===== src/hdl/swarmalator_pairwise_rates_unit_defines.svh =====
// Assertion macros for the swarmalator pairwise rates unit.
// Included by the top level; needs no other file.
`ifndef SWARMALATOR_PAIRWISE_RATES_UNIT_DEFINES_SVH
`define SWARMALATOR_PAIRWISE_RATES_UNIT_DEFINES_SVH

// The consequent must hold in the same cycle as the antecedent.
`define SWPR_ASSERT_SAME(name, clk, rst, ante, cons) \
  name: assert property (@(posedge clk) disable iff (rst) (ante) |-> (cons)) \
    else $error("swpr: same-cycle check failed");

// The consequent must hold in the cycle after the antecedent.
`define SWPR_ASSERT_NEXT(name, clk, rst, ante, cons) \
  name: assert property (@(posedge clk) disable iff (rst) (ante) |=> (cons)) \
    else $error("swpr: next-cycle check failed");

`endif


===== src/hdl/swpr_pkg.sv =====
// Shared widths, codes, sine polynomial constants and helpers for the
// swarmalator pairwise rates unit. Has no dependencies.
package swpr_pkg;

  localparam int MAX_OSC = 64;
  localparam int IDX_W   = $clog2(MAX_OSC);
  localparam int CNT_W   = $clog2(MAX_OSC + 1);

  localparam int POS_W   = 24;
  localparam int PH_W    = 16;
  localparam int VAL_W   = 32;
  localparam int CFG_W   = 2;
  localparam int RAM_W   = 2 * POS_W + PH_W;

  localparam int DIFF_W  = POS_W + 1;
  localparam int NORM2_W = 2 * DIFF_W;
  localparam int ROOT_W  = DIFF_W;
  localparam int NUM_W   = 64;
  localparam int MUL_W   = 34;
  localparam int PROD_W  = 64;
  localparam int POLY_W  = 17;
  localparam int TRIG_W  = POLY_W + 1;
  localparam int UNIT_W  = 18;
  localparam int WGT_W   = VAL_W + 1;
  localparam int FRAC_W  = 16;

  localparam logic [POLY_W-1:0] SIN_A = 17'd102944;
  localparam logic [POLY_W-1:0] SIN_B = 17'd42047;
  localparam logic [POLY_W-1:0] SIN_C = 17'd4639;
  localparam logic [PH_W-1:0]   QUARTER_TURN = 16'h4000;
  localparam logic [PH_W-2:0]   QUARTER_SPAN = 15'd16384;

  typedef enum logic [CFG_W-1:0] {
    CFG_ATTRACT  = 2'd0,
    CFG_COUPLING = 2'd1,
    CFG_REPULSE  = 2'd2,
    CFG_SYNC     = 2'd3
  } cfg_reg_t;

  typedef enum logic [5:0] {
    ST_LOAD, ST_SELF_RD, ST_SELF_CAP, ST_PAIR_RD, ST_PAIR_DX,
    ST_SQ_X, ST_SQ_Y, ST_NORM2, ST_CHECK, ST_SQRT,
    ST_TRIG_Z, ST_TRIG_C, ST_TRIG_B, ST_TRIG_A, ST_TRIG_END,
    ST_W_MUL, ST_W_SUM,
    ST_DIV_UX, ST_DIV_UY, ST_DIV_RX, ST_DIV_RY, ST_DIV_PH,
    ST_M_UXW, ST_M_RX, ST_M_UYW, ST_M_RY, ST_M_END,
    ST_DIV_MX, ST_DIV_MY, ST_DIV_MP, ST_SYNC_MUL, ST_SYNC_END, ST_PUT
  } st_t;

  function automatic logic signed [VAL_W-1:0] clamp32(input logic signed [NUM_W-1:0] v);
    logic signed [NUM_W-1:0] hi;
    logic signed [NUM_W-1:0] lo;
    hi = NUM_W'($signed({1'b0, {(VAL_W-1){1'b1}}}));
    lo = NUM_W'($signed({1'b1, {(VAL_W-1){1'b0}}}));
    if (v > hi) begin
      return {1'b0, {(VAL_W-1){1'b1}}};
    end else if (v < lo) begin
      return {1'b1, {(VAL_W-1){1'b0}}};
    end else begin
      return v[VAL_W-1:0];
    end
  endfunction

endpackage


===== src/hdl/swpr_sqrt.sv =====
// Sequential integer square root, one root bit per cycle (floor result).
// Depends on swpr_pkg.
module swpr_sqrt import swpr_pkg::*; (
  input  logic                clk,
  input  logic                rst,
  input  logic                start,
  input  logic [NORM2_W-1:0]  radicand,
  output logic                busy,
  output logic                done,
  output logic [ROOT_W-1:0]   root
);

  localparam int STEP_W = $clog2(ROOT_W + 1);
  localparam int REM_W  = ROOT_W + 2;
  localparam int CMP_W  = ROOT_W + 4;

  logic [NORM2_W-1:0] rad;
  logic [REM_W-1:0]   rem;
  logic [STEP_W-1:0]  steps;
  logic [CMP_W-1:0]   rem_sh;
  logic [CMP_W-1:0]   trial;
  logic [CMP_W-1:0]   diff;

  assign rem_sh = {rem, rad[NORM2_W-1 -: 2]};
  assign trial  = CMP_W'({root, 2'b01});
  assign diff   = rem_sh - trial;

  always_ff @(posedge clk) begin
    if (rst) begin
      busy <= 1'b0;
      done <= 1'b0;
    end else begin
      done <= 1'b0;
      if (start) begin
        busy <= 1'b1;
      end else if (busy && steps == STEP_W'(1)) begin
        busy <= 1'b0;
        done <= 1'b1;
      end
    end
  end

  always_ff @(posedge clk) begin
    if (start) begin
      rad   <= radicand;
      rem   <= '0;
      root  <= '0;
      steps <= STEP_W'(ROOT_W);
    end else if (busy) begin
      rad <= {rad[NORM2_W-3:0], 2'b00};
      if (!diff[CMP_W-1]) begin
        rem  <= diff[REM_W-1:0];
        root <= {root[ROOT_W-2:0], 1'b1};
      end else begin
        rem  <= rem_sh[REM_W-1:0];
        root <= {root[ROOT_W-2:0], 1'b0};
      end
      steps <= steps - STEP_W'(1);
    end
  end

endmodule


===== config.mk =====
export PLATFORM = sky130hd
export DESIGN_NAME = swpr_sqrt
export DESIGN_NICKNAME = d
export VERILOG_FILES = /design/src/hdl/swarmalator_pairwise_rates_unit_defines.svh /design/src/hdl/swpr_pkg.sv /design/src/hdl/swpr_sqrt.sv
export SDC_FILE = /design/constraint.sdc
export NUM_CORES = 1
export LEC_CHECK = 0
export BUFFER_PORTS_ARGS = -buffer_cell sky130_fd_sc_hd__buf_4
export CAP_MARGIN = 30
export CORE_ASPECT_RATIO = 0.75
export CORE_MARGIN = 3
export CORE_UTILIZATION = 52
export CTS_CLUSTER_SIZE = 30
export DETAILED_ROUTE_END_ITERATION = 10
export PLACE_DENSITY = 0.75
export SLEW_MARGIN = 20
export SYNTH_ARGS = -nofsm -noshare
export SYNTH_HDL_FRONTEND = slang
export SYNTH_SLANG_ARGS = --single-unit

===== constraint.sdc =====
create_clock -name clk -period 2.6 [get_ports clk]
set_input_delay 0.52 -clock clk [delete_from_list [all_inputs] [get_ports clk]]
set_output_delay 0.52 -clock clk [all_outputs]
set_load 0.005 [all_outputs]

Word level (Yosys, flattened, before mapping) --
Index checks and enable logic that the tools add are counted.
Word-level totals: register bits 109, latch bits 0, bits in writable memories 0, ROM bits 0, bits of input ports 53, output and inout bits 27, word-level logic and storage cells 20, memories kept 0
Operators by class: add/subtract/negate cells 2, $mul 0, div/mod/pow operators 0, magnitude comparators 0, eq/ne operators 1, shift operators 0, multiplexer cells 7, bitwise operators 0, reductions and logical operators 4
Operators by type and width (number):
- $mux 50 | 2
- $sub 29x27->29 | 1
- $mux 27 | 1
- $eq 5x1->1 const B | 1
- $sub 5x1->5 const B | 1
- $mux 1 | 4
- $reduce_bool 2->1 | 2
- $reduce_or 2->1 | 1
- $logic_and 1x1->1 | 1

Depth between registers and ports, before layout --
word-level depth 4, mapped depth 11, gate-level depth less buffers 10

Least setup slack after synthesis --
No wires, ideal clock.
path type register to register, start point register root[8], end point register rem[1], setup time 0.079 ns, arrival 2.504 ns, required time 2.521 ns, path slack 0.016 ns, cell stages (with the launch flop) 11, path buffers 0, period minus slack after synthesis 2.584 ns, cells stage by stage dfxtp_1 -> inv_1 -> ha_1 -> nand2_1 -> nor4_1 -> o21ai_1 -> a2111o_1 -> and4_4 -> or2_4 -> mux2_4 -> a211oi_2
Between the ends: cells in the longest elaborated chain, start to end 2
Ends and longest elaborated chain:
- start, declared | line swpr_sqrt.sv:10 | output logic [ROOT_W-1:0] root
- start signal, assigned | line swpr_sqrt.sv:53 | root <= {root[ROOT_W-2:0], 1'b1};
- start signal, assigned | line swpr_sqrt.sv:56 | root <= {root[ROOT_W-2:0], 1'b0};
- $sub 29x27->29 | line swpr_sqrt.sv:26 | assign diff = rem_sh - trial;
- $mux 27 | line swpr_sqrt.sv:51 | if (!diff[CMP_W-1]) begin
- end signal, assigned | line swpr_sqrt.sv:52 | rem <= diff[REM_W-1:0];
- end signal, assigned | line swpr_sqrt.sv:55 | rem <= rem_sh[REM_W-1:0];
- end, declared | line swpr_sqrt.sv:18 | logic [REM_W-1:0] rem;
Every way passes these cells. A chain may end at the register's enable or synchronous reset.

Worst setup path in the final report --
start point register root[1], end point register rem[1]
The elaborated chain is that of the path after synthesis.

==> implementation parameters <==
Parameter                              Value

Synthesis
  Syn Std Cell Area    5814 um^2
  Synthesized area per cell    around 10 um^2
  Largest family of logic cells by synthesized area    multiplexers
  Number of standard cells after synthesis    roughly 580
  Mux cell area share after synthesis    between 10% and 20%
  Post-synth cell types    54
  Number of enable flip-flop cells after synthesis    50
  Number of synthesis warnings    0
  Portion of the post-synthesis area used by sequential elements    approximately 46%
  Ys flop type    sky130_fd_sc_hd__dfxtp_1
  Share of the synthesized area in compound gates (AO/OA/AOI/OAI)    13.02%
  Proportion of synthesized flip-flops having asynchronous set or reset    0%
  Post-Synthesis Net Count    ~660
  Post-Synth XOR/XNOR Area    around 2.9%
  Library cell occupying the most area in the post-synthesis netlist    sky130_fd_sc_hd__edfxtp_1
  Top post-synthesis cells by area    sky130_fd_sc_hd__edfxtp_1, sky130_fd_sc_hd__dfxtp_1, sky130_fd_sc_hd__mux2_2
  Basic-gate share of the synthesized area counting and, or, nand and nor cells    a little over an eighth
  Register bit count reported by yosys    109
  Yosys top cell area share    25.82%
  Synthesized-area fraction occupied by adder cells    between 6 and 7%

Setup path
  Startpoint of the worst-slack reg-to-reg timing path    root[1]
  Critical path arrival    roughly 3100 ps
  CP startpoint kind    register
  Capturing point of the worst reg2reg path    rem[1]
  CP endpoint kind    register
  Highest net fanout along the worst path    6
  Required time at the worst-slack endpoint    2860 ps
  Category of the critical setup timing path    register to register
  Worst Reg-to-Reg Cells    11
  Internal reg-to-reg setup slack    -210 ps

Placement
  Placer congestion estimate    just under 0.9
  Dpl ws    -275.6 ps
  Number of port buffers    79
  Inst Count DP    between 800 and 900
  Half-perimeter wire length after detailed placement    approximately 10000 um

Run status
  Violated checks    setup timing
  Outcome    finished, violations left

Global route
  Number of global-route vias before repair    slightly above 5000
  Largest net degree at the start of global routing    52
  Initial antenna violation count    0
  Overflow after GRT    0
  Global-route wire length before repair    24470 um
  GRT Overall Usage    roughly a quarter

CTS
  Hold Buf Count CTS    0
  Clock transition at the register clock pins on the worst setup and hold paths after CTS    70 ps
  Largest buffer count on any clock path    2
  Total clock sinks    109
  Buffer type at the clock tree root    sky130_fd_sc_hd__clkbuf_16
  Deepest level of the CTS H-tree    3
  Later-pin clock latency in the skew report    350 ps
  CTS tree    done
  Num CTS Buffers    9

Route
  Remaining antenna violation count    0
  Routed Wire Length    between 15000 and 20000 um
  Drt via density    5.817
  Number of DRC violations after detailed-routing iteration 0    just over 400
  WL/cell    between 15 and 20 um
  Total number of vias    between 5000 and 6000
  DR pass1 iterations    5
  Remaining routing DRC violations    0

Floorplan
  I/O pin count    80
  Num rows    32
  Die Width    ~130 um
  Initial Utilization    55.01%
  Core area    ~11000 um^2
  Die area    ~12000 um^2
  Die height    roughly 98 um

Worst hold path
  Startpoint of the tightest hold check path    rst
  Type of the worst min-delay path    input pin to register
  Worst Hold Depth    2
  Sink of the worst hold path    busy

STA
  Maximum clock frequency    around 0.36 GHz
  Worst slew slack as a fraction of its limit    about 45%
  Final worst-path cycle share    107.9%
  Final setup viols    27
  Worst-case setup margin in the final layout    -205.5 ps
  Total Neg Setup Slack    -4056 ps
  Hold slack final    between 300 and 400 ps
  Setup repair after global routing missed its margin    yes
  Clock skew after layout    7.152 ps
  Pins Over Slew Limit    0
  Endpoints failing hold    0
  Final min period    between 2000 and 3000 ps
  Worst Tran Pin Value    818.5 ps

Final layout
  Inserted Diodes    0
  Area delta synth->final    38.02%
  Count of placed standard cells in the final layout, fillers left out    between 800 and 900
  Core Util, Final    75.92%
  Total Nets Final    roughly 830
  Fraction of layout cells with a size suffix above 1    about 43%
  Filler cells    699

Job
  Max-cap violations    0

Power and ir drop
  Maximum vdd ir drop    0.7802 mV
  PD cells    around 1200 nW/um^2
  LEAKAGE    approximately 0.0033 uW
==> cell usage after synthesis (all sizes together) (6+ instances only) <==
cell,instances
edfxtp,50
clkbuf,19
mux2,50
nand2,53
a21oi,28
a211oi,8
inv,36
nor2,63
ha,28
mux2i,28
nand2b,10
o21ai,28
a311oi,13
xor2,8
xnor2,11
nor3,10
o21a,7
nand3,6
dfxtp,59
==> layout by cell type (no fill, tap or decap), types with 7 or more instances in the layout <==
| cell type | count |
|---|---|
| sky130_fd_sc_hd__o21ai_0 | 11 |
| sky130_fd_sc_hd__nand2b_1 | 8 |
| sky130_fd_sc_hd__nand2_1 | 43 |
| sky130_fd_sc_hd__xor2_1 | 8 |
| sky130_fd_sc_hd__ha_1 | 19 |
| sky130_fd_sc_hd__nand2_2 | 7 |
| sky130_fd_sc_hd__inv_1 | 33 |
| sky130_fd_sc_hd__mux2i_1 | 25 |
| sky130_fd_sc_hd__a311oi_2 | 7 |
| sky130_fd_sc_hd__a21oi_1 | 20 |
| sky130_fd_sc_hd__dfxtp_1 | 51 |
| sky130_fd_sc_hd__ha_4 | 7 |
| sky130_fd_sc_hd__edfxtp_1 | 50 |
| sky130_fd_sc_hd__xnor2_1 | 10 |
| sky130_fd_sc_hd__o21a_1 | 7 |
| sky130_fd_sc_hd__clkbuf_16 | 10 |
| sky130_fd_sc_hd__nor3_1 | 9 |
| sky130_fd_sc_hd__o21ai_1 | 15 |
| sky130_fd_sc_hd__nor2_1 | 59 |
| sky130_fd_sc_hd__a21oi_2 | 8 |
| sky130_fd_sc_hd__dfxtp_2 | 8 |
| sky130_fd_sc_hd__buf_4 | 174 |
| sky130_fd_sc_hd__mux2_2 | 49 |
==> cell families (layout without fill, tap and decap cells) <==
| logic type | count (synthesis) | after routing |
|---|---|---|
| xor gates and xnor gates | 19 | 19 |
| adders and majority gates | 28 | 28 |
| AOI/OAI and AO/OA | 114 | 114 |
| and+or+nand+nor | 169 | 169 |
| DFF | 109 | 109 |
| buffers and inverters | 60 | 236 |
| muxes | 78 | 78 |
==> metal layers <==
metal | part of all wire [%] | global-route usage [%] | routed length, um
met5 | 0 | 0 | 0
met1 | 41 | 30.28 | 6738
met4 | 3.8 | 8.891 | 620
met3 | 6.3 | 5.275 | 1036
met2 | 49 | 40.55 | 8033
==> timing repair <==
action	in CTS	in global routing
setup buffers	11	10
resized for setup	51	58
pin swaps	25	25
gates cloned	0	0
setup endpoints to repair	28	28
==> power breakdown <==
part / switching, uW / internal [uW]
Sequential: 178 / 2060
Combinational: 3290 / 3030
Clock: 629 / 721
Total: 4100 / 5810
==> sequential cells by signal, indices dropped and copies added, names as in the netlist <==
| register | flops |
|---|---|
| steps | 5 |
| root | 25 |
| rem | 27 |
| busy | 1 |
| done | 1 |
| rad | 50 |
==> layout make-up <==
cell class	count	area, um^2	share of cell area (%)
multi-input combinational	408	3289	40.99
sequential	109	2693	33.55
timing repair buffer	184	1448	18.04
clock buffer	12	259.0	3.227
tap	136	170.2	2.120
inverter	36	135.1	1.684
clock inverter	4	31.28	0.3898
==> through the flow <==
| stage | area (um^2) | power (uW) |
|---|---|---|
| floorplan | 5814 | 5142 |
| global placement | 7132 | 6583 |
| detailed placement | 7139 | 6749 |
| CTS | 7724 | 8847 |
| global route | 8025 | 10410 |
| finish | 8025 | 9904 |
==> worst max-delay path by stage <==
stage	start	to	slack [ps]	cells after the start
finish	root[1]	rem[1]	-210	11
global route	rem[1]	rem[19]	-310	12
CTS	root[0]	rem[1]	-70	11
detailed placement	root[1]	rem[7]	-280	12
global placement	root[1]	rem[17]	-180	12
floorplan	root[8]	rem[1]	20	10
==> critical path, stage by stage, from the launching register on <==
cell	delay (ps)
sky130_fd_sc_hd__dfxtp_2	340
sky130_fd_sc_hd__inv_1	90
sky130_fd_sc_hd__ha_4	330
sky130_fd_sc_hd__buf_4	130
sky130_fd_sc_hd__nor2_2	40
sky130_fd_sc_hd__a211oi_4	260
sky130_fd_sc_hd__o21ai_4	110
sky130_fd_sc_hd__a2111o_1	430
sky130_fd_sc_hd__and4_4	200
sky130_fd_sc_hd__or2_4	270
sky130_fd_sc_hd__mux2_4	320
sky130_fd_sc_hd__a211oi_2	190
No activity file was read; power rests on OpenSTA's default activity.
