==> config.mk <==
export PLATFORM = sky130hd
export DESIGN_NAME = swpr_ram
export DESIGN_NICKNAME = d
export VERILOG_FILES = /design/src/hdl/swarmalator_pairwise_rates_unit_defines.svh /design/src/hdl/swpr_ram.sv
export SDC_FILE = /design/constraint.sdc
export NUM_CORES = 1
export LEC_CHECK = 0
export BUFFER_PORTS_ARGS = -buffer_cell sky130_fd_sc_hd__buf_2
export CORE_MARGIN = 4
export CORE_UTILIZATION = 65
export DETAILED_ROUTE_END_ITERATION = 8
export GPL_TIMING_DRIVEN = 0
export PLACE_DENSITY_LB_ADDON = 0.15
export SLEW_MARGIN = 20
export SYNTH_ARGS = -nofsm -noshare
export SYNTH_HDL_FRONTEND = slang
export SYNTH_SLANG_ARGS = --single-unit
==> constraint.sdc <==
create_clock -name clk -period 3.27 [get_ports clk]
set_input_delay 0.1635 -clock clk [delete_from_list [all_inputs] [get_ports clk]]
set_output_delay 0.1635 -clock clk [all_outputs]
set_load 0.01 [all_outputs]
==> src/hdl/swarmalator_pairwise_rates_unit_defines.svh <==
// Assertion macros for the swarmalator pairwise rates unit.
// Included by the top level; needs no other file.
`ifndef SWARMALATOR_PAIRWISE_RATES_UNIT_DEFINES_SVH
`define SWARMALATOR_PAIRWISE_RATES_UNIT_DEFINES_SVH

// The consequent must hold in the same cycle as the antecedent.
`define SWPR_ASSERT_SAME(name, clk, rst, ante, cons) \
  name: assert property (@(posedge clk) disable iff (rst) (ante) |-> (cons)) \
    else $error("swpr: same-cycle check failed");

// The consequent must hold in the cycle after the antecedent.
`define SWPR_ASSERT_NEXT(name, clk, rst, ante, cons) \
  name: assert property (@(posedge clk) disable iff (rst) (ante) |=> (cons)) \
    else $error("swpr: next-cycle check failed");

`endif

==> src/hdl/swpr_ram.sv <==
// Generic single-port-write, single-port-read RAM with registered read data.
// Has no dependencies.
module swpr_ram #(
  parameter int WIDTH = 8,
  parameter int DEPTH = 16
) (
  input  logic                     clk,
  input  logic                     we,
  input  logic [$clog2(DEPTH)-1:0] waddr,
  input  logic [WIDTH-1:0]         wdata,
  input  logic [$clog2(DEPTH)-1:0] raddr,
  output logic [WIDTH-1:0]         rdata
);

  logic [WIDTH-1:0] mem [DEPTH];

  always_ff @(posedge clk) begin
    if (we) begin
      mem[waddr] <= wdata;
    end
    rdata <= mem[raddr];
  end

endmodule

**Yosys cells after proc, flatten, opt, wreduce, memory -nomap -nowiden**

Memories as Yosys holds them, arrays and structs flattened. A register that Yosys moved wholly into a read port is not among the register bits.
Cells that the tools add are included.

- Flip-flop bits (word level): 0
- Latch bits: 0
- Memory bits (writable): 128
- Bits in read-only memories: 0
- Input port bits: 18
- Word-level logic and storage cells: 3
- Memories kept: 1

- $add $sub $neg: 0
- Multipliers: 0
- Divide/modulo/power cells: 0
- Order comparisons: 0
- Eq/ne operators: 0
- Shift operators: 0
- Mux-type cells: 2
- Bitwise gates (word level): 0
- Reduce and logical (&&, ||, !) cells: 0

Memory list:

| memory | depth | width | rd ports | clocked after memory_dff | wr ports | line | text |
|---|---|---|---|---|---|---|---|
| mem | 16 | 8 | 1 | 1 | 1 | swpr_ram.sv:15 | `logic [WIDTH-1:0] mem [DEPTH];` |

Operator list:

| cell | number |
|---|---|
| $mux 1 | 2 |

**Logic depth before layout (Yosys ltp)**

Gate-level depths: netlist of run 1.

- Depth in word-level cells: 2
- Gate-level depth with buffers: 5
- Mapped depth without buffers: 3

**Least setup slack after synthesis of run 1**

No wires, ideal clock.

- Kind: in2reg
- Start point: input port waddr[2]
- End point: memory mem[0][0] (enable)
- Library setup time: 0.383 ns
- Arrival: 1.273 ns
- Required time: 2.887 ns
- Setup slack: 1.614 ns
- Cell stages on the path: 2
- Buffers on the path: 0
- Cells stage by stage: or3b_2 nor3_1

RTL lines:

| element | line | text |
|---|---|---|
| from (decl) | swpr_ram.sv:9 | `input logic [$clog2(DEPTH)-1:0] waddr,` |
| to (decl) | swpr_ram.sv:15 |  |

No word-level cell before the write port.

==> results.cfg, run 1 <==
[timing]
setup_violations = 0
finalSetupTns_ps = 0
fin_skew_ps = 4.89
hold_violations = 0
period_share = 0.438
timing.fmax_mhz = 698
period_minus_slack_ps = 1430
rsz0062_at_grt = false
drv_slew = 0
tightest_slew_ps = 825
slew_headroom = 0.448

[critical_path]
cp_top_family = multiplexers
cp_data_arrival_time_ps = 1830
cp.required_ps = 3660
cp-start-kind = flop
crit_chain = mux4_1 -> a22oi_1 -> nand2_1
path_class = flop to flop
path_buf_inv = 0
crit_path_end_kind = flop
slowest_stage = mux4_1
crit_fanout = 1
crit_path_max_incr_delay_ps = 580

[global_route]
grt_pass1_vias = 2467
track_usage = 0.225
overflow = 0
antenna_found_initial = 0
grt_max_degree = 17
grt_first_pass_wirelength_um = 15200

[placement]
routabilityCongestion = 0.711
hpwlAfterDp_um = 5880
io_buffer_count = 24

[synth]
post-synth-top-area-fraction = 0.747
yosysUniqueCellTypes = 19
synth_flop_cell = edfxtp_1
yosysMostFrequentCell = edfxtp_1
syn-num-nets = 247
synth_area_leaders = edfxtp_1 (75%), mux4_2 (7.9%), mux4_1 (7.1%), dfxtp_1 (3.1%), a22oi_1 (2.3%)
synth_commonest_cells = edfxtp_1 (128), mux4_2 (18), a22oi_1 (16)
async_reset_ff_frac = 0
syn_area_per_cell_um2 = 22.5
synth_cells = 229
seq_area_frac_synth = 0.778
synth-edff-count = 128
yosys_warnings = 0
yosys.area.top_type = edfxtp_1
syn_area_um2 = 5150
synth_seq_cells = 136

[finish]
regArea_um2 = 4000
multi_input_area_um2 = 1080
diodes = 0
drive_above_1_share = 0.312
nets = 290
fillers = 400
area_delta_synth_final_pct = 15.8

[power_and_ir_drop]
power_mw = 3.88
powerDensity_nw_per_um2 = 650
peakVddDrop_mv = 0.393
p_leak_nw = 2.01

[clock_tree]
cts_root_buffer = clkbuf_8
htreeDepth = 4
cts_tree = built
cts_buffer_depth = 2
cts_made_buffers = 17
clock_latency_ps = 510
cts_setup_buffers = 0
cts_hold_buf = 0
post_cts_resized = 0
clk_pin_slew_ps = 60
cts_sinks = 136

[floorplan]
rows = 32
core_area_um2 = 7730
pin_count = 26
die_area_um2 = 9410
dieWidth_um = 97.0
initial_core_util = 0.666
fp.dieH_um = 97.0

[route]
firstDrtPassIters = 5
wl_per_cell_um = 25.7
vias = 2488
post-route-drc-count = 0
routed_via_density = 6.43
drt-total-wl_um = 9930
drt_iter0_markers = 403
ant_nets = 0

[status]
status = complete, no violations

[job]
cap_violations = 0

[min_path]
hold_path.class = input port to flop
## worst paths after layout
| kind | startpoint | endpoint | slack (ps) | cells past startpoint |
|---|---|---|---|---|
| min | wdata[5] | mem[12][5]$_DFFE_PP_ | 60 | 1 |
| max | mem[5][3]$_DFFE_PP_ | rdata[3]$_DFF_P_ | 1840 | 3 |
| max reg2reg | mem[5][3]$_DFFE_PP_ | rdata[3]$_DFF_P_ | 1840 | 3 |
| min reg2reg | mem[11][3]$_DFFE_PP_ | rdata[3]$_DFF_P_ | 680 | 3 |
## sequential cells by signal (all words and copies together), names as in the netlist
register,flops
mem,128
rdata,8
## layout make-up
| class | instances | area share |
|---|---|---|
| sequential | 136 | 0.672 |
| multi-input combinational | 83 | 0.181 |
| clock buffer | 19 | 0.0741 |
| tap | 102 | 0.0214 |
| timing repair buffer | 24 | 0.0201 |
| clock inverter | 13 | 0.0176 |
| buffer | 10 | 0.0145 |
## layout by cell type (no fill, tap or decap)
cell / netlist / layout
nor2b_1: 1 / 1
clkinv_4: 0 / 2
clkinv_2: 0 / 7
and2b_1: 1 / 1
clkbuf_8: 0 / 3
nand3b_1: 2 / 2
bufinv_16: 0 / 1
buf_2: 3 / 27
dfxtp_1: 8 / 8
edfxtp_1: 128 / 128
nand2b_1: 2 / 2
buf_4: 1 / 1
clkdlybuf4s25_2: 3 / 3
mux4_2: 18 / 18
a22oi_1: 16 / 16
and2_1: 1 / 1
nor2_1: 13 / 13
or3b_2: 1 / 1
nand3_1: 1 / 1
nor3_2: 0 / 4
mux4_1: 14 / 14
nand2_1: 9 / 9
buf_6: 3 / 3
clkbuf_16: 0 / 16
clkinvlp_4: 0 / 3
## routing by layer
layer | part of all wire | track usage | up-vias | wire (um)
met4 | 0.015 | 0.0594 | 0 | 147
met3 | 0.084 | 0.0627 | 13 | 833
li1 | - | - | 1058 | -
met5 | 0 | 0 | - | 0
met2 | 0.50 | 0.341 | 156 | 4940
met1 | 0.40 | 0.331 | 1261 | 4010
## metrics by stage
stage / cell area, um^2 / setup slack (ps) / utilization / instances / hold slack (ps)
final: 5960 / 1840 / 0.772 / 387 / 56.8
after CTS: 5960 / 1810 / 0.772 / 387 / 41.4
after global placement: 5400 / 1090 / 0.698 / 355 / 559
after detailed placement: 5420 / 1450 / 0.701 / 355 / 559
after global routing: 5960 / 1770 / 0.772 / 387 / 50.2
after floorplan: 5150 / 1610 / - / 229 / 262
## cell families after synthesis
logic type,count (synthesis),synth area share
AO/OA/AOI/OAI,16,0.0233
buffers and inverters,10,0.0168
flip-flops,136,0.778
multiplexers,32,0.150
AND/OR/NAND/NOR,35,0.0318
## worst reg2reg max path, cell delays in order, from the launching register on
cell,delay [ps]
edfxtp_1,350
mux4_1,580
a22oi_1,300
nand2_1,80
## where the power goes
group | switching (mW) | internal [mW]
logic | 0.112 | 0.0776
clock network | 0.690 | 1.04
registers | 0.0102 | 1.95
Power figures use the tool's default switching activity.
==> run 2, diff against run 1 <==
--- a/config.mk
+++ b/config.mk
@@ -5,9 +5,10 @@
 export SDC_FILE = /design/constraint.sdc
 export NUM_CORES = 1
 export LEC_CHECK = 0
+export ABC_AREA = 1
 export BUFFER_PORTS_ARGS = -buffer_cell sky130_fd_sc_hd__buf_2
 export CORE_MARGIN = 4
-export CORE_UTILIZATION = 65
+export CORE_UTILIZATION = 55
 export DETAILED_ROUTE_END_ITERATION = 8
 export GPL_TIMING_DRIVEN = 0
 export PLACE_DENSITY_LB_ADDON = 0.15
==> constraint.sdc (replaced) <==
create_clock -name clk -period 1.3 [get_ports clk]
set_input_delay 0.065 -clock clk [delete_from_list [all_inputs] [get_ports clk]]
set_output_delay 0.065 -clock clk [all_outputs]
set_load 0.01 [all_outputs]
==> results.cfg, run 2 <==
[status]
status = complete, no violations

[synth]
synth_flop_cell = edfxtp_1
synth_seq_cells = 136
yosys_warnings = 0
syn_area_um2 = 5770
yosys.area.top_type = edfxtp_1
post-synth-top-area-fraction = 0.667
syn-num-nets = 569
synth_commonest_cells = nand2_1 (173), edfxtp_1 (128), inv_1 (100)
async_reset_ff_frac = 0
syn_area_per_cell_um2 = 10.5
yosysUniqueCellTypes = 12
yosysMostFrequentCell = nand2_1
synth-edff-count = 128
seq_area_frac_synth = 0.694
synth_cells = 551
synth_area_leaders = edfxtp_1 (67%), nand2_1 (11%), nand3_1 (8.4%), inv_1 (6.5%), dfxtp_1 (2.8%)

[clock_tree]
cts_sinks = 136
cts_setup_buffers = 0
clk_pin_slew_ps = 60
cts_tree = built
cts_root_buffer = clkbuf_8
clock_latency_ps = 530
cts_made_buffers = 17
post_cts_resized = 0
htreeDepth = 4
cts_buffer_depth = 2

[power_and_ir_drop]
p_leak_nw = 2.93
peakVddDrop_mv = 1.04
swShare = 0.211
p_seq_frac = 0.483
intPower_mw = 8.06
clkPwrFrac = 0.452
p_switching_mw = 2.15
powerDensity_nw_per_um2 = 1520
comb_power_share = 0.065

[timing]
drv_slew = 0
tightest_slew_ps = 920
rsz0062_at_grt = false
slew_headroom = 0.384
hold_violations = 0
fin_skew_ps = 5.89
timing.fmax_mhz = 854
period_share = 0.901
setup_violations = 0
period_minus_slack_ps = 1170

[global_route]
antenna_found_initial = 0
track_usage = 0.247
grt_first_pass_wirelength_um = 21200
grt_max_degree = 17
overflow = 0
grt_pass1_vias = 3823

[route]
wl_per_cell_um = 17.9
drt-total-wl_um = 13500
vias = 3888
routed_via_density = 5.18
firstDrtPassIters = 5
ant_nets = 0
drt_iter0_markers = 405
post-route-drc-count = 0

[critical_path]
crit_start = raddr[2]
r2r-start = mem[14][6]$_DFFE_PP_
cp-start-kind = input port
crit_fanout = 10
cp.required_ps = 1720
ff2ff_path_depth = 6
crit_end = rdata[3]$_DFF_P_
r2r_slack_ps = 270
cp_data_arrival_time_ps = 1590
crit_path_end_kind = flop
path_class = input port to flop
r2r_end = rdata[6]$_DFF_P_

[floorplan]
fp.dieH_um = 110
initial_core_util = 0.561
dieWidth_um = 110
die_area_um2 = 12200
core_area_um2 = 10300
pin_count = 26
rows = 37

[min_path]
hold_path.class = input port to flop

[finish]
top_register = mem
drive_above_1_share = 0.120
nets = 620
layout_commonest_cell = nand2_1
area_delta_synth_final_pct = 16.5
final_core_util = 0.654
final_cell_mix = nand2_1 (173), edfxtp_1 (128), inv_1 (100), nand3_1 (97), buf_2 (35)
final_cells = 751
fillers = 812
largest_register_ffs = 128
diodes = 0
top_regs = mem x128, rdata x8

[placement]
hpwlAfterDp_um = 8730
io_buffer_count = 22
routabilityCongestion = 0.871
placed_cells = 709

[job]
cap_violations = 0
run 2: cell count changes in the layout (fill, tap and decap cells not counted), moves of 10 or more:
| cell | delta |
|---|---|
| a22oi_1 | -16 |
| dlygate4sd3_1 | +10 |
| inv_1 | +100 |
| mux4_1 | -14 |
| mux4_2 | -18 |
| nand2_1 | +164 |
| nand3_1 | +96 |
run 2: metrics by stage:
stage	hold slack [ps]	TNS, ps	setup slack, ps	area [um^2]	power (mW)
finish	52.2	0	129	6720	10.2
global route	95.7	0	96.8	6720	10.6
CTS	37.2	0	157	6720	10.2
detailed placement	460	-16480	-258	6050	5.65
global placement	461	-14240	-226	6050	5.63
floorplan	164	0	284	5770	5.38
run 2: cells by family after synthesis:
group / count (synthesis) / synth area share
simple gates: 289 / 0.210
flops: 136 / 0.694
buf+inv: 126 / 0.0952
run 2: worst max-delay path: stages:
cell and delay [ps]:
dlygate4sd3_1 530, buf_2 180, inv_1 240, buf_4 250
nand3_1 120, nand3_1 130, nand2_1 80
run 2: cell type report:
type,count,area [um^2],area share
Buffer,24,166,0.0248
Sequential cell,136,4000,0.596
Timing Repair Buffer,32,210,0.0313
Tap cell,136,170,0.0253
Clock inverter,10,126,0.0188
Clock buffer,22,443,0.0659
Inverter,102,383,0.0570
Multi-Input combinational cell,289,1210,0.181
run 2: repair_timing:
action,4_1_cts,5_1_grt
hold buffers,10,0
setup endpoints to repair,0,0
hold endpoints to repair,136,0
run 2: metal layers:
metal  vias to the layer above  global-route usage  share of wire
met5                         -                   0              0
met4                         0              0.0959          0.023
met3                        28              0.0728          0.095
met2                       176               0.365           0.45
met1                      1804               0.349           0.43
li1                       1880                   -              -
run 2: power by group through the flow:
stage          logic, mW  clock network (mW)  registers (mW)
5_1_grt            0.738                4.88            4.93
6_report           0.666                4.62            4.93
3_3_place_gp       0.618                   0            5.01
4_1_cts            0.661                4.66            4.93
2_1_floorplan      0.346                   0            5.03
3_5_place_dp       0.630                   0            5.02
run 2: worst min path at each step:
stage                                start             endpoint  slack [ps]  cells past startpoint
after floorplan                   wdata[0]  mem[0][0]$_DFFE_PP_         160                      0
after global placement    rdata[0]$_DFF_P_             rdata[0]         460                      1
after detailed placement  rdata[7]$_DFF_P_             rdata[7]         460                      1
after CTS                         raddr[1]     rdata[0]$_DFF_P_          40                      5
after global routing              raddr[1]     rdata[0]$_DFF_P_         100                      5
final                             raddr[1]     rdata[0]$_DFF_P_          50                      5
==> run 3, diff against run 2 <==
--- a/config.mk
+++ b/config.mk
@@ -11,7 +11,7 @@
 export CORE_UTILIZATION = 55
 export DETAILED_ROUTE_END_ITERATION = 8
 export GPL_TIMING_DRIVEN = 0
-export PLACE_DENSITY_LB_ADDON = 0.15
+export PLACE_DENSITY = 0.75
 export SLEW_MARGIN = 20
 export SYNTH_ARGS = -nofsm -noshare
 export SYNTH_HDL_FRONTEND = slang
==> results.cfg, run 3 (synthesis gave the netlist of run 2 again) <==
[placement]
post_dp_cell_area_um2 = 6050
hpwlAfterDp_um = 8830
io_buffer_count = 22
place_ws_ps = -206
routabilityCongestion = 0.933

[critical_path]
cp-start-kind = input port
ff2ff_path_depth = 6
crit_path_end_kind = flop
r2r_slack_ps = 260
cp_data_arrival_time_ps = 1610
r2r-start = mem[8][1]$_DFFE_PP_
path_class = input port to flop
r2r_end = rdata[1]$_DFF_P_
crit_fanout = 10
cp.required_ps = 1720

[route]
routed_via_density = 5.36
firstDrtPassIters = 6
drt_iter0_markers = 402
ant_nets = 0
wl_per_cell_um = 18.5
vias = 4026
post-route-drc-count = 0
drt-total-wl_um = 13900

[timing]
drv_slew = 0
timing.fmax_mhz = 839
setup_violations = 0
fin_skew_ps = 6.49
hold_violations = 0
setup_ws_ps = 108
rsz0062_at_grt = false
period_minus_slack_ps = 1190
period_share = 0.917
slew_headroom = 0.371
tightest_slew_ps = 940
hold_slack_ps = 40.2

[min_path]
min_delay_path_depth = 5
hold_start = raddr[1]
hold_path.class = input port to flop
holdPathEnd = rdata[1]$_DFF_P_

[finish]
diodes = 0
largest_register_ffs = 128
finalInstanceArea_um2 = 6770
area_delta_synth_final_pct = 17.4
top_register = mem
layout_commonest_cell = nand2_1
top_regs = mem x128, rdata x8
drive_above_1_share = 0.124
nets = 620
final_cell_mix = nand2_1 (173), edfxtp_1 (128), inv_1 (100), nand3_1 (97), buf_2 (35)

[floorplan]
die_area_um2 = 12200
rows = 37
core_area_um2 = 10300
initial_core_util = 0.561
dieWidth_um = 110
pin_count = 26
fp.dieH_um = 110

[clock_tree]
htreeDepth = 4
clk_pin_slew_ps = 60
post_cts_resized = 0
cts_root_buffer = clkbuf_8
cts_made_buffers = 17
cts_tree = built
clock_latency_ps = 540
cts_buffer_depth = 2
cts_sinks = 136

[status]
status = complete, no violations

[global_route]
antenna_found_initial = 0
grt_max_degree = 17
grt_pass1_vias = 3957
overflow = 0
grt_first_pass_wirelength_um = 21600
track_usage = 0.250

[job]
cap_violations = 0

[power_and_ir_drop]
p_leak_nw = 2.96
powerDensity_nw_per_um2 = 1580
peakVddDrop_mv = 0.850
-- run 3: cell types whose count changed in the layout (fill, tap and decap cells not counted), sizes merged --
cell / delta
clkinv: +4
clkbuf: -5
clkinvlp: -1
bufinv: +2
-- run 3: what timing repair did --
item,4_1_cts,5_1_grt
setup buffers,0,0
hold endpoints to repair,133,0
hold buffers,10,0
-- run 3: per-stage QoR --
| step | util | total power [mW] | TNS, ps | cells |
|---|---|---|---|---|
| floorplan | - | 5.38 | 0 | 551 |
| global placement | 0.588 | 5.62 | -10640 | 709 |
| detailed placement | 0.588 | 5.65 | -12990 | 709 |
| CTS | 0.659 | 10.6 | 0 | 751 |
| global route | 0.659 | 10.9 | 0 | 751 |
| finish | 0.659 | 10.7 | 0 | 751 |
-- run 3: metal layers --
metal  vias up  GRT usage  routed length, um
met5         -          0                  0
met4         0     0.0950                369
met3        30     0.0617               1440
met2       237      0.390               6560
met1      1881      0.342               5530
li1       1878          -                  -
-- run 3: cell type report --
type / count / area, um^2
Fill cell: 763 / 3510
Timing Repair Buffer: 32 / 210
Buffer: 24 / 166
Clock inverter: 15 / 208
Multi-Input combinational cell: 289 / 1210
Inverter: 102 / 383
Sequential cell: 136 / 4000
Tap cell: 136 / 170
Clock buffer: 17 / 414
-- run 3: worst max-delay path, stage by stage --
cell and delay [ps]:
dlygate4sd3_1 560, buf_2 190, inv_1 230, buf_4 250, nand3_1 140, nand3_1 100, nand2_1 80
-- run 3: worst max path at each step --
stage	cells after the start	endpoint	slack, ps	start
finish	7	rdata[3]$_DFF_P_	110	raddr[2]
global route	7	rdata[4]$_DFF_P_	60	raddr[2]
CTS	7	rdata[0]$_DFF_P_	180	raddr[2]
detailed placement	3	mem[7][1]$_DFFE_PP_	-210	waddr[3]
global placement	3	mem[9][6]$_DFFE_PP_	-200	waddr[2]
floorplan	2	mem[10][0]$_DFFE_PP_	280	waddr[2]
-- run 3: power by group --
group	switching (mW)	total (mW)	leakage (nW)	internal [mW]
Clock	1.79	5.07	0.308	3.28
Combinational	0.463	0.671	1.43	0.208
Sequential	0.0247	4.93	1.22	4.90
Total	2.28	10.7	2.96	8.39
