===== src/hdl/swarmalator_pairwise_rates_unit_defines.svh =====
// Assertion macros for the swarmalator pairwise rates unit.
// Included by the top level; needs no other file.
`ifndef SWARMALATOR_PAIRWISE_RATES_UNIT_DEFINES_SVH
`define SWARMALATOR_PAIRWISE_RATES_UNIT_DEFINES_SVH

// The consequent must hold in the same cycle as the antecedent.
`define SWPR_ASSERT_SAME(name, clk, rst, ante, cons) \
  name: assert property (@(posedge clk) disable iff (rst) (ante) |-> (cons)) \
    else $error("swpr: same-cycle check failed");

// The consequent must hold in the cycle after the antecedent.
`define SWPR_ASSERT_NEXT(name, clk, rst, ante, cons) \
  name: assert property (@(posedge clk) disable iff (rst) (ante) |=> (cons)) \
    else $error("swpr: next-cycle check failed");

`endif


===== src/hdl/swpr_pkg.sv =====
// Shared widths, codes, sine polynomial constants and helpers for the
// swarmalator pairwise rates unit. Has no dependencies.
package swpr_pkg;

  localparam int MAX_OSC = 64;
  localparam int IDX_W   = $clog2(MAX_OSC);
  localparam int CNT_W   = $clog2(MAX_OSC + 1);

  localparam int POS_W   = 24;
  localparam int PH_W    = 16;
  localparam int VAL_W   = 32;
  localparam int CFG_W   = 2;
  localparam int RAM_W   = 2 * POS_W + PH_W;

  localparam int DIFF_W  = POS_W + 1;
  localparam int NORM2_W = 2 * DIFF_W;
  localparam int ROOT_W  = DIFF_W;
  localparam int NUM_W   = 64;
  localparam int MUL_W   = 34;
  localparam int PROD_W  = 64;
  localparam int POLY_W  = 17;
  localparam int TRIG_W  = POLY_W + 1;
  localparam int UNIT_W  = 18;
  localparam int WGT_W   = VAL_W + 1;
  localparam int FRAC_W  = 16;

  localparam logic [POLY_W-1:0] SIN_A = 17'd102944;
  localparam logic [POLY_W-1:0] SIN_B = 17'd42047;
  localparam logic [POLY_W-1:0] SIN_C = 17'd4639;
  localparam logic [PH_W-1:0]   QUARTER_TURN = 16'h4000;
  localparam logic [PH_W-2:0]   QUARTER_SPAN = 15'd16384;

  typedef enum logic [CFG_W-1:0] {
    CFG_ATTRACT  = 2'd0,
    CFG_COUPLING = 2'd1,
    CFG_REPULSE  = 2'd2,
    CFG_SYNC     = 2'd3
  } cfg_reg_t;

  typedef enum logic [5:0] {
    ST_LOAD, ST_SELF_RD, ST_SELF_CAP, ST_PAIR_RD, ST_PAIR_DX,
    ST_SQ_X, ST_SQ_Y, ST_NORM2, ST_CHECK, ST_SQRT,
    ST_TRIG_Z, ST_TRIG_C, ST_TRIG_B, ST_TRIG_A, ST_TRIG_END,
    ST_W_MUL, ST_W_SUM,
    ST_DIV_UX, ST_DIV_UY, ST_DIV_RX, ST_DIV_RY, ST_DIV_PH,
    ST_M_UXW, ST_M_RX, ST_M_UYW, ST_M_RY, ST_M_END,
    ST_DIV_MX, ST_DIV_MY, ST_DIV_MP, ST_SYNC_MUL, ST_SYNC_END, ST_PUT
  } st_t;

  function automatic logic signed [VAL_W-1:0] clamp32(input logic signed [NUM_W-1:0] v);
    logic signed [NUM_W-1:0] hi;
    logic signed [NUM_W-1:0] lo;
    hi = NUM_W'($signed({1'b0, {(VAL_W-1){1'b1}}}));
    lo = NUM_W'($signed({1'b1, {(VAL_W-1){1'b0}}}));
    if (v > hi) begin
      return {1'b0, {(VAL_W-1){1'b1}}};
    end else if (v < lo) begin
      return {1'b1, {(VAL_W-1){1'b0}}};
    end else begin
      return v[VAL_W-1:0];
    end
  endfunction

endpackage


===== src/hdl/swpr_div.sv =====
// Sequential signed-by-positive divider, one quotient bit per cycle,
// truncating toward zero. Depends on swpr_pkg.
module swpr_div import swpr_pkg::*; (
  input  logic                     clk,
  input  logic                     rst,
  input  logic                     start,
  input  logic signed [NUM_W-1:0]  dividend,
  input  logic [NORM2_W-1:0]       divisor,
  output logic                     busy,
  output logic                     done,
  output logic signed [NUM_W-1:0]  quotient
);

  localparam int STEP_W = $clog2(NUM_W + 1);

  logic [NUM_W-1:0]   quo;
  logic [NORM2_W-1:0] rem;
  logic [NORM2_W-1:0] den;
  logic [STEP_W-1:0]  steps;
  logic               neg;
  logic [NORM2_W:0]   rem_sh;
  logic [NORM2_W:0]   diff;

  assign rem_sh   = {rem, quo[NUM_W-1]};
  assign diff     = rem_sh - {1'b0, den};
  assign quotient = neg ? -$signed(quo) : $signed(quo);

  always_ff @(posedge clk) begin
    if (rst) begin
      busy <= 1'b0;
      done <= 1'b0;
    end else begin
      done <= 1'b0;
      if (start) begin
        busy <= 1'b1;
      end else if (busy && steps == STEP_W'(1)) begin
        busy <= 1'b0;
        done <= 1'b1;
      end
    end
  end

  always_ff @(posedge clk) begin
    if (start) begin
      neg   <= dividend[NUM_W-1];
      quo   <= dividend[NUM_W-1] ? NUM_W'(-dividend) : NUM_W'(dividend);
      rem   <= '0;
      den   <= divisor;
      steps <= STEP_W'(NUM_W);
    end else if (busy) begin
      // The remainder stays below twice the divisor, so the top bit is the borrow.
      if (!diff[NORM2_W]) begin
        rem <= diff[NORM2_W-1:0];
        quo <= {quo[NUM_W-2:0], 1'b1};
      end else begin
        rem <= rem_sh[NORM2_W-1:0];
        quo <= {quo[NUM_W-2:0], 1'b0};
      end
      steps <= steps - STEP_W'(1);
    end
  end

endmodule


===== config.mk =====
export PLATFORM = sky130hd
export DESIGN_NAME = swpr_div
export DESIGN_NICKNAME = d
export VERILOG_FILES = /design/src/hdl/swarmalator_pairwise_rates_unit_defines.svh /design/src/hdl/swpr_pkg.sv /design/src/hdl/swpr_div.sv
export SDC_FILE = /design/constraint.sdc
export NUM_CORES = 1
export LEC_CHECK = 0
export BUFFER_PORTS_ARGS = -buffer_cell sky130_fd_sc_hd__buf_2
export CAP_MARGIN = 20
export CORE_UTILIZATION = 35
export DETAILED_ROUTE_END_ITERATION = 7
export PLACE_DENSITY = 0.53
export SLEW_MARGIN = 30
export SYNTH_ARGS = -nofsm -noshare
export SYNTH_HDL_FRONTEND = slang
export SYNTH_SLANG_ARGS = --single-unit

===== constraint.sdc =====
create_clock -name clk -period 5.7 [get_ports clk]
set_clock_uncertainty 0.1 [all_clocks]
set_input_delay 1.14 -clock clk [delete_from_list [all_inputs] [get_ports clk]]
set_output_delay 1.14 -clock clk [all_outputs]
set_load 0.01 [all_outputs]

# ---- Word level (Yosys, flattened, before mapping)
# Cells that the tools add are included.
dict set report totals {
  reg_bits 174
  in_bits 117
  output_inout_bits 66
  wordCells 25
}
dict set report op_classes {
  n_addsub 4
  n_eq_ne 1
  muxes 9
  n_reduce_logical 4
}
# op n
set op_table {}
lappend op_table {{2-to-1 mux 64 bit} 4}
lappend op_table {{negation 64 bit} 2}
lappend op_table {{subtractor 51 x 50 -> 51 bit} 1}
lappend op_table {{2-to-1 mux 50 bit} 1}
lappend op_table {{equality test 7 x 1 -> 1 bit (second input constant)} 1}
lappend op_table {{subtractor 7 x 1 -> 7 bit (second input constant)} 1}
lappend op_table {{2-to-1 mux 1 bit} 4}
lappend op_table {{nonzero test 2 bit} 2}
lappend op_table {{OR reduction 2 bit} 1}
lappend op_table {{logical AND 1 bit} 1}

# ---- Logic depth before layout (Yosys ltp)
# Gate-level depths: netlist (run 1).
dict set report logic_depth {
  word_depth 4
  mapped_depth 15
  ltp_nobuf 14
}

# ---- Least setup slack after synthesis (run 1)
# Ideal clock, no wire load.
dict set report synth_path {
  kind {input -> register}
  startpoint {input port dividend[16]}
  endpoint {register quo[60] (data pin)}
  setup_time_ns 0.270
  arrival_time_ns 4.380
  t_required_ns 5.330
  slack_ns 0.950
  cell_stages 11
  path_buffers 1
  path_cell_list {or4_4 or4_4 or2_1 or3_1 buf_2 or4_4 nand2b_4 or4_4 o31ai_4 xor2_1 a21oi_1}
}
dict set report synth_between {
  elab_chain_cells 3
}
# element line_no
set synth_rtl {}
lappend synth_rtl {{from (decl)} swpr_div.sv:7} ;# input logic signed [NUM_W-1:0] dividend,
lappend synth_rtl {{negation 64 bit} swpr_div.sv:46} ;# quo <= dividend[NUM_W-1] ? NUM_W'(-dividend) : NUM_W'(dividend);
lappend synth_rtl {{2-to-1 mux 64 bit} swpr_div.sv:46}
lappend synth_rtl {{2-to-1 mux 64 bit} swpr_div.sv:44} ;# if (start) begin
lappend synth_rtl {{to (signal assigned)} swpr_div.sv:46}
lappend synth_rtl {{to (signal assigned)} swpr_div.sv:54} ;# quo <= {quo[NUM_W-2:0], 1'b1};
lappend synth_rtl {{to (signal assigned)} swpr_div.sv:57} ;# quo <= {quo[NUM_W-2:0], 1'b0};
lappend synth_rtl {{to (decl)} swpr_div.sv:16} ;# logic [NUM_W-1:0] quo;
# No other way between the ends.
# A chain may end at the register's enable or synchronous reset.

# ---- Worst setup path in the final report (run 1)
dict set report layout_path {
  startpoint {register quo[23]}
  endpoint {output port quotient[62]}
}
dict set report layout_between {
  elab_chain_cells 2
}
# element line_no
set layout_rtl {}
lappend layout_rtl {{negation 64 bit} swpr_div.sv:26} ;# assign quotient = neg ? -$signed(quo) : $signed(quo);
lappend layout_rtl {{2-to-1 mux 64 bit} swpr_div.sv:26}
lappend layout_rtl {{to (decl)} swpr_div.sv:11} ;# output logic signed [NUM_W-1:0] quotient
# No other way between the ends.

==> reports/qor.txt, run 1 <==
status: complete, no violations
Rel. slew slack: 39.37%
Min-Delay Path Class: reg -> reg
initial core utilization: 35.95%
Hold Startpoint: rem[2]$_SDFFE_PP0P_
Die Span Y: 188.5 um
largest net degree at the start of global routing: 92
Netlist Area Pre-Place: 0.01217 mm^2
Core ar.: 0.03387 mm^2
cell family with most CP delay: simple AND/OR/NAND/NOR gates
vias in the first global route: 9958
final hold viol count: 0
crit path DAT: 4240 ps
XOR/XNOR share of the synthesized area: 12.37%
Power Total: 0.003717 W
DRT Wirelength: 32.43 mm
Min Hold Slack: 395.3 ps
main flop type after synthesis: edfxtp_1
synth warn: 0
chip width: 188.5 um
Port Buffers: 182
mean routed wirelength per cell: 16.19 um
die area: 0.03553 mm^2
I/O pin count: 183
Clock Path Buffers: 2
crit path cell chain: or3_1, or4_1, or4_1, nand2b_1, or4_1, or2_2, nor2_1, nand2_1, o21ai_0, xnor2_1, buf_2
Compound-Gate Fraction of Synth Area: 20.85%
Critical-path top delay cell: or4_1
critical path's most frequent cell: or4_1
mean post-synth cell area: 8.733 um^2
CP startpoint: quo[23]$_DFFE_PP_
worst r2r dst: rem[21]$_SDFFE_PP0P_
ys async rst share: 0%
mux cell area share after synthesis: 1.778%
RSZ-0062 raised after global routing: false
flop2flop setup slack: 1020 ps
first-pass GRT wire length: 52.04 mm
hold_buf cts: 0
simple-gate share of the synthesized area: 16.76%
slowest stage delay, CP: 630 ps
Worst Hold End: rem[2]$_SDFFE_PP0P_
Final Max Tran Viols: 0
TritonCTS buffer count: 17
area leader, netlist: edfxtp_1
Adder-Cell Fraction of Synth Area: 5.714%
CP bufs+invs: 1
Setup CP Type: reg -> out
CTS Root Cell: clkbuf_16
CP Max Fanout: 5
Max Cap Viol: 0
share of layout cells above drive strength 1: 16.60%
fillers: 3492
Tightest Pin Transition: 909.5 ps
dominant cells by area after synthesis: edfxtp_1 28%, dfxtp_1 9.7%, xnor2_1 6.6%, xor2_1 5.8%, a21oi_1 5.5%
critical path endpoint category: output pin
setup tns final: 0 ps
number of antenna violations at the first check in global routing: 0
number of remaining DRC errors: 0
Post-Syn Instances: 1394
largest family of logic cells by synthesized area: compound AO/OA/AOI/OAI gates
Leakage: 5.749 nW
H-Tree Depth: 4
Final #Nets: 1713
crit path launch type: flip-flop
1st-pass router iterations: 5
Setup-failing EPs final: 0
power per cell area: 262.7 mW/mm^2
Clock Sinks: 174
CTS clk-pin slew, worst paths: 70 ps
fin cells: 2003
Net Count, Synth: 1566
total grt overflow: 0
via-per-instance ratio: 5.228
GR Util All Layers: 18.31%
Synth Register Bits: 174
placed cell count: 1969
Max Freq: 182.4 MHz
Period minus WS final: 5483 ps
Worst VDD drop: 0.1986 mV
Syn-to-layout area delta: 16.20%
CTS tree: done
Worst-Skew Late Latency: 450 ps
row count: 67
post-route clock period utilization: 96.19%
Synth cell types: 65
CP required: 4460 ps
Min-Delay Path Depth: 2
Initial DRC Count: 689
Post-synth EDFFs: 115
Final HPWL DP: 24.60 mm
vias: 10470
R2R depth: 13
Final GP Congestion: 0.8635
post-synthesis sequential area ratio: 38.07%
top-area cell type share of the netlist area: 28.37%
reg2reg start: quo[63]$_DFFE_PP_
Routed Antenna Nets: 0
cells in the mapped netlist, types with 4 or more instances:
cell type	count
o21a_1	6
o31ai_1	41
o21ai_0	67
edfxtp_1	115
xnor2_1	92
nor2_1	179
dfxtp_1	59
o21bai_1	10
nor2b_1	4
nor4_1	7
or3_1	26
clkbuf_1	62
or4_4	4
nand2_1	103
o41ai_1	19
a31oi_1	8
nand4_1	15
a211oi_1	42
inv_1	76
nor3_1	18
mux2i_1	16
xor2_1	80
ha_1	54
mux2_2	5
a21o_1	27
and3_1	8
or2_2	14
a21oi_1	135
nand2b_1	12
nand3_1	11
or4_1	18
a32oi_1	8
logic make-up (layout without fill, tap and decap cells):
group / count (synthesis) / in the layout
buf+inv: 143 / 303
mux: 21 / 21
other cells: 0 / 1
compound gates: 396 / 396
flops: 174 / 174
fa+ha+maj: 55 / 55
xor+xnor: 172 / 172
simple gates: 433 / 433
stage by stage:
| step | area, um^2 | worst slack (ps) | utilization (%) |
|---|---|---|---|
| finish | 14150 | 216.9 | 41.77 |
| global placement | 13520 | 634.5 | 39.93 |
| global route | 14140 | 1.591 | 41.76 |
| CTS | 14110 | 90.65 | 41.65 |
| detailed placement | 13520 | 586.3 | 39.93 |
| floorplan | 12170 | 949.8 | - |
placed cells by master, fill, tap and decap left out, drive strengths merged, types with 4 or more instances in the layout:
| master | Yosys | final |
|---|---|---|
| a31oi | 8 | 8 |
| xor2 | 80 | 80 |
| mux2 | 5 | 5 |
| inv | 76 | 83 |
| nand4 | 15 | 15 |
| clkinv | 0 | 4 |
| a21oi | 135 | 135 |
| o21a | 6 | 6 |
| nand2b | 13 | 13 |
| and3 | 8 | 8 |
| o21bai | 10 | 10 |
| edfxtp | 115 | 115 |
| buf | 5 | 195 |
| o21ai | 67 | 67 |
| o41ai | 19 | 19 |
| nor2b | 4 | 4 |
| or2 | 15 | 15 |
| a211oi | 42 | 42 |
| ha | 54 | 54 |
| o31ai | 42 | 42 |
| dfxtp | 59 | 59 |
| nor2 | 179 | 179 |
| xnor2 | 92 | 92 |
| or3 | 26 | 26 |
| nor4 | 7 | 7 |
| a32oi | 8 | 8 |
| nand2 | 103 | 103 |
| clkbuf | 62 | 19 |
| nor3 | 18 | 18 |
| mux2i | 16 | 16 |
| a21o | 27 | 27 |
| nand3 | 11 | 11 |
| or4 | 22 | 22 |
per-layer routing:
metal	vias up	share of wire, %	GRT usage, %
li1	5340	-	-
met2	272	45	30.12
met4	0	1.3	4.839
met3	21	5.1	3.110
met1	4838	48	24.72
met5	-	0	0
power by group:
part           switching, W  total (W)  internal [W]
Clock              0.000559    0.00117      0.000612
Sequential         0.000114    0.00159       0.00148
Combinational      0.000547   0.000952      0.000405
what timing repair did:
item,CTS,global route
resized for setup,0,1
setup buffers,0,0
setup endpoints to repair,0,3
area by class of cell:
cell class | instances | area [um^2] | area share (%)
antenna | 1 | 2.502 | 0.01769
clock buffer | 19 | 464.2 | 3.281
clock inverter | 13 | 118.9 | 0.8403
inverter | 76 | 285.3 | 2.017
multi-input combinational | 1077 | 7017 | 49.60
sequential | 174 | 4636 | 32.77
tap | 448 | 560.5 | 3.962
timing repair buffer | 195 | 1062 | 7.509
state kept, by name (all words and copies together), names as in the netlist:
name	count
done	1
busy	1
neg	1
quo	64
rem	50
steps	7
den	50
worst reg2reg max path: stages, from the launching register on:
cell	delay (ps)
edfxtp_1	490
inv_1	100
ha_1	160
inv_1	50
fa_1	400
a21o_1	210
a221oi_1	400
o21ai_0	300
a211oi_1	510
o211ai_1	260
a31oi_1	380
nand3_4	410
or3b_2	590
a311oi_1	260
worst max-delay path by stage:
stage	endpoint	slack, ps	cells past startpoint
after floorplan	quo[60]$_DFFE_PP_	950	11
after global placement	quo[60]$_DFFE_PP_	630	11
after detailed placement	quo[60]$_DFFE_PP_	590	11
after CTS	quotient[63]	90	11
after global routing	quotient[63]	2	11
final	quotient[62]	220	11
Note: power is estimated with default switching activity, not from simulation.
==> inputs of run 2 (changes only) <==
--- a/config.mk
+++ b/config.mk
@@ -7,9 +7,10 @@
 export LEC_CHECK = 0
 export BUFFER_PORTS_ARGS = -buffer_cell sky130_fd_sc_hd__buf_2
 export CAP_MARGIN = 20
-export CORE_UTILIZATION = 35
+export CORE_MARGIN = 2
+export CORE_UTILIZATION = 59
 export DETAILED_ROUTE_END_ITERATION = 7
-export PLACE_DENSITY = 0.53
+export PLACE_DENSITY = 0.82
 export SLEW_MARGIN = 30
 export SYNTH_ARGS = -nofsm -noshare
 export SYNTH_HDL_FRONTEND = slang
==> reports/qor.txt, run 2 (same netlist as run 1, synthesis figures left out) <==
RSZ-0062 raised after global routing: false
CTS clk-pin slew, worst paths: 70 ps
Max Freq: 186.6 MHz
status: complete, no violations
largest net degree at the start of global routing: 85
1st-pass router iterations: 5
placed instance area: 0.01326 mm^2
most frequent cells in the layout: 180 x buf_2, 178 x nor2_1, 135 x a21oi_1
crit path DAT: 4120 ps
first-pass GRT wire length: 48.69 mm
Leakage: 5.722 nW
Die Span Y: 147.6 um
Rel. slew slack: 34.78%
largest register by flop count: quo
critical path endpoint category: output pin
H-Tree Depth: 4
Final Max Tran Viols: 0
Clock Path Buffers: 2
number of remaining DRC errors: 0
CTS tree: done
crit path capture: quotient[61]
chip width: 147.6 um
final instance area: 0.01387 mm^2
Clock Sinks: 174
vias in the first global route: 10100
Period minus WS final: 5359 ps
share of layout cells above drive strength 1: 16.24%
R2R depth: 14
crit path launch type: flip-flop
initial core utilization: 60.17%
row count: 52
Tightest Pin Transition: 968.1 ps
Setup CP Type: reg -> out
number of antenna violations at the first check in global routing: 0
CP required: 4460 ps
power per cell area: 268.0 mW/mm^2
total grt overflow: 0
Hold Startpoint: rem[2]$_SDFFE_PP0P_
CP Max Fanout: 5
final hold viol count: 0
via-per-instance ratio: 5.909
Routed Antenna Nets: 0
Syn-to-layout area delta: 13.91%
hold_buf cts: 0
Min-Delay Path Class: reg -> reg
Core ar.: 0.02023 mm^2
CP startpoint: quo[16]$_DFFE_PP_
Final #Nets: 1711
Worst VDD drop: 0.2122 mV
max reg flops: 64
post-route clock period utilization: 94.02%
vias: 10770
Port Buffers: 182
CTS Root Cell: clkbuf_16
Worst-Skew Late Latency: 430 ps
commonest non-fill, non-tap cell in the layout: buf_2
Final GP Congestion: 0.9309
Initial DRC Count: 726
Ant. Diodes: 0
Largest regs: quo x64, den x50, rem x50
worst r2r dst: rem[3]$_SDFFE_PP0P_
flop2flop setup slack: 1110 ps
setup tns final: 0 ps
Final HPWL DP: 22.02 mm
reg2reg start: quo[63]$_DFFE_PP_
GR Util All Layers: 27.27%
die area: 0.02180 mm^2
Setup-failing EPs final: 0
DRT Wirelength: 29.86 mm
I/O pin count: 183
Max Cap Viol: 0
TritonCTS buffer count: 17
mean routed wirelength per cell: 16.39 um
==> run 2: timing repair <==
| action | CTS | global route |
|---|---|---|
| gates resized for setup | 0 | 1 |
| buffers inserted | 0 | 0 |
| setup endpoints to repair | 0 | 4 |
==> run 2: metrics by stage <==
step                cells  hold slack [ps]  worst slack [ps]  utilization (%)  total power, W
floorplan            1394            353.0             949.8                -        0.002241
CTS                  1822            395.4             195.3            68.49        0.003726
detailed placement   1790            381.5             625.8            65.55        0.002549
finish               1822            392.3             340.6            68.53        0.003717
global route         1822            414.7             80.75            68.53        0.003901
global placement     1790            370.9             660.4            65.54        0.002529
==> run 2: worst min-delay path by stage <==
stage                           endpoint  slack (ps)  depth (start not counted)
global route        rem[28]$_SDFFE_PP0P_         410                          2
floorplan           rem[28]$_SDFFE_PP0P_         350                          2
global placement     rem[2]$_SDFFE_PP0P_         370                          2
finish               rem[2]$_SDFFE_PP0P_         390                          2
detailed placement  rem[18]$_SDFFE_PP0P_         380                          2
CTS                  rem[2]$_SDFFE_PP0P_         400                          2
==> run 2: cell type report <==
class / instances / area [um^2]
clock inverters: 7 / 75.07
repair buffers: 193 / 1002
multi-input cells: 1077 / 7012
clock buffers: 25 / 519.2
flip-flops and latches: 174 / 4636
inverters: 76 / 285.3
fillers: 1664 / 6367
well taps: 270 / 337.8
==> run 2: routing by layer <==
layer | GRT usage (%) | share of wire (%) | vias up
met4 | 7.260 | 1.7 | 0
li1 | - | - | 5343
met3 | 3.981 | 7.0 | 37
met2 | 45.74 | 47 | 382
met1 | 37.20 | 45 | 5005
met5 | 0 | 0 | -
==> run 2: power by group <==
part	switching (W)	internal, W
combinational	0.000548	0.000400
sequential	0.000114	0.00148
clock	0.000489	0.000684
==> run 2: worst max-delay path, stage by stage, from the launching register on <==
cell and delay (ps):
edfxtp_1 450, nor4_2 400, nand4_1 260, or4_1 620
or4_1 500, or3_1 400, nand2b_1 260, nor2_1 120
nand2_1 100, o31ai_1 270, xnor2_1 160, buf_2 150
==> inputs of run 3 (changes only) <==
--- a/config.mk
+++ b/config.mk
@@ -10,6 +10,7 @@
 export CORE_MARGIN = 2
 export CORE_UTILIZATION = 59
 export DETAILED_ROUTE_END_ITERATION = 7
+export GPL_TIMING_DRIVEN = 0
 export PLACE_DENSITY = 0.82
 export SLEW_MARGIN = 30
 export SYNTH_ARGS = -nofsm -noshare
==> reports/qor.txt, run 3 (same netlist as run 1, synthesis figures left out) <==
Period minus WS final: 5514 ps
flop2flop setup slack: 440 ps
Clock Path Buffers: 2
setup tns final: 0 ps
row count: 52
Worst Hold End: rem[18]$_SDFFE_PP0P_
max reg flops: 64
number of antenna violations at the first check in global routing: 2
total grt overflow: 0
1st-pass router iterations: 5
Final GP Congestion: 0.9521
Rel. slew slack: 39.88%
Core ar.: 0.02023 mm^2
Largest regs: quo x64, den x50, rem x50
vias in the first global route: 10880
final hold viol count: 0
critical path endpoint category: output pin
commonest non-fill, non-tap cell in the layout: buf_2
reg2reg start: quo[63]$_DFFE_PP_
Worst VDD drop: 0.2223 mV
Port Buffers: 182
status: complete, no violations
Setup CP Type: reg -> out
final worst setup slack: 185.8 ps
fillers: 1613
CP required: 4460 ps
Setup-failing EPs final: 0
DP Worst Slack: 468.5 ps
Routed Antenna Nets: 0
fin cells: 1886
Tightest Pin Transition: 901.8 ps
Final HPWL DP: 25.43 mm
Power Total: 0.003713 W
worst r2r dst: rem[12]$_SDFFE_PP0P_
Min-Delay Path Class: reg -> reg
mean routed wirelength per cell: 18.34 um
CP Max Fanout: 5
placed cell count: 1847
Max Freq: 181.3 MHz
Min Hold Slack: 391.8 ps
Final Max Tran Viols: 0
Min-Delay Path Depth: 2
GR Util All Layers: 31.26%
Clock Sinks: 174
H-Tree Depth: 4
Leakage: 5.774 nW
Max Cap Viol: 0
share of layout cells above drive strength 1: 15.56%
R2R depth: 15
chip width: 147.6 um
via-per-instance ratio: 6.099
Worst-Skew Late Latency: 440 ps
post-route clock period utilization: 96.74%
CTS Root Cell: clkbuf_16
DRT Wirelength: 34.60 mm
Initial DRC Count: 992
number of remaining DRC errors: 0
most frequent cells in the layout: 182 x buf_2, 179 x nor2_1, 135 x a21oi_1
die area: 0.02180 mm^2
crit path launch type: flip-flop
vias: 11500
largest net degree at the start of global routing: 54
TritonCTS buffer count: 17
initial core utilization: 60.17%
Hold Startpoint: rem[18]$_SDFFE_PP0P_
Die Span Y: 147.6 um
first-pass GRT wire length: 54.52 mm
Syn-to-layout area delta: 15.77%
CTS clk-pin slew, worst paths: 60 ps
Final #Nets: 1772
power per cell area: 263.5 mW/mm^2
crit path DAT: 4270 ps
largest register by flop count: quo
I/O pin count: 183
CTS tree: done
hold_buf cts: 0
## run 3: what timing repair did
action	CTS	global route
gates cloned	0	0
pin swaps	0	1
endpoints found under the hold margin	0	0
endpoints found under the setup margin	2	3
buffers inserted	0	4
resized for setup	1	6
## run 3: layout make-up
cell class,count,area [um^2],share of cell area [%]
Antenna cell,3,7.507,0.05327
Buffer,67,256.5,1.820
Clock buffer,25,506.7,3.596
Clock inverter,7,53.80,0.3817
Inverter,76,287.8,2.042
Multi-Input combinational cell,1077,7038,49.94
Sequential cell,174,4634,32.88
Tap cell,270,337.8,2.397
Timing Repair Buffer,187,970.9,6.889
## run 3: worst max-delay path, stage by stage, from the launching register on
cell      delay (ps)
edfxtp_1         440
or3_1            420
or4_1            490
or4_4            560
nand2b_1         230
or4_1            560
or2_2            340
nor2_1           130
nand2_1           80
o21ai_0          200
xnor2_1          200
buf_2            180
## run 3: worst max-delay path by stage
stage                       from                   end  cells past startpoint
6_report       quo[24]$_DFFE_PP_          quotient[62]                     11
5_1_grt        quo[16]$_DFFE_PP_          quotient[63]                     12
4_1_cts        quo[15]$_DFFE_PP_          quotient[63]                     12
3_5_place_dp   quo[63]$_DFFE_PP_  rem[12]$_SDFFE_PP0P_                     15
3_3_place_gp               start     quo[16]$_DFFE_PP_                      5
2_1_floorplan       dividend[16]     quo[60]$_DFFE_PP_                     11
## run 3: where the power goes
group	internal, W	total, W	switching, W
Sequential	0.00148	0.00159	0.000110
Combinational	0.000408	0.000993	0.000584
Clock	0.000621	0.00113	0.000510
Total	0.00251	0.00371	0.00120
## run 3: per-layer routing
layer	share of wire, %	routed length, um	global-route usage (%)	vias to the layer above
li1	-	-	-	5469
met1	41	14160	40.66	5333
met2	47	16430	52.40	595
met3	8.3	2872	4.907	103
met4	3.3	1126	12.60	2
met5	0.026	9	0	-
## run 3: stage by stage
stage	area (um^2)	util [%]
CTS	14020	69.30
detailed placement	13460	66.50
finish	14090	69.65
floorplan	12170	-
global route	14090	69.61
global placement	13420	66.34
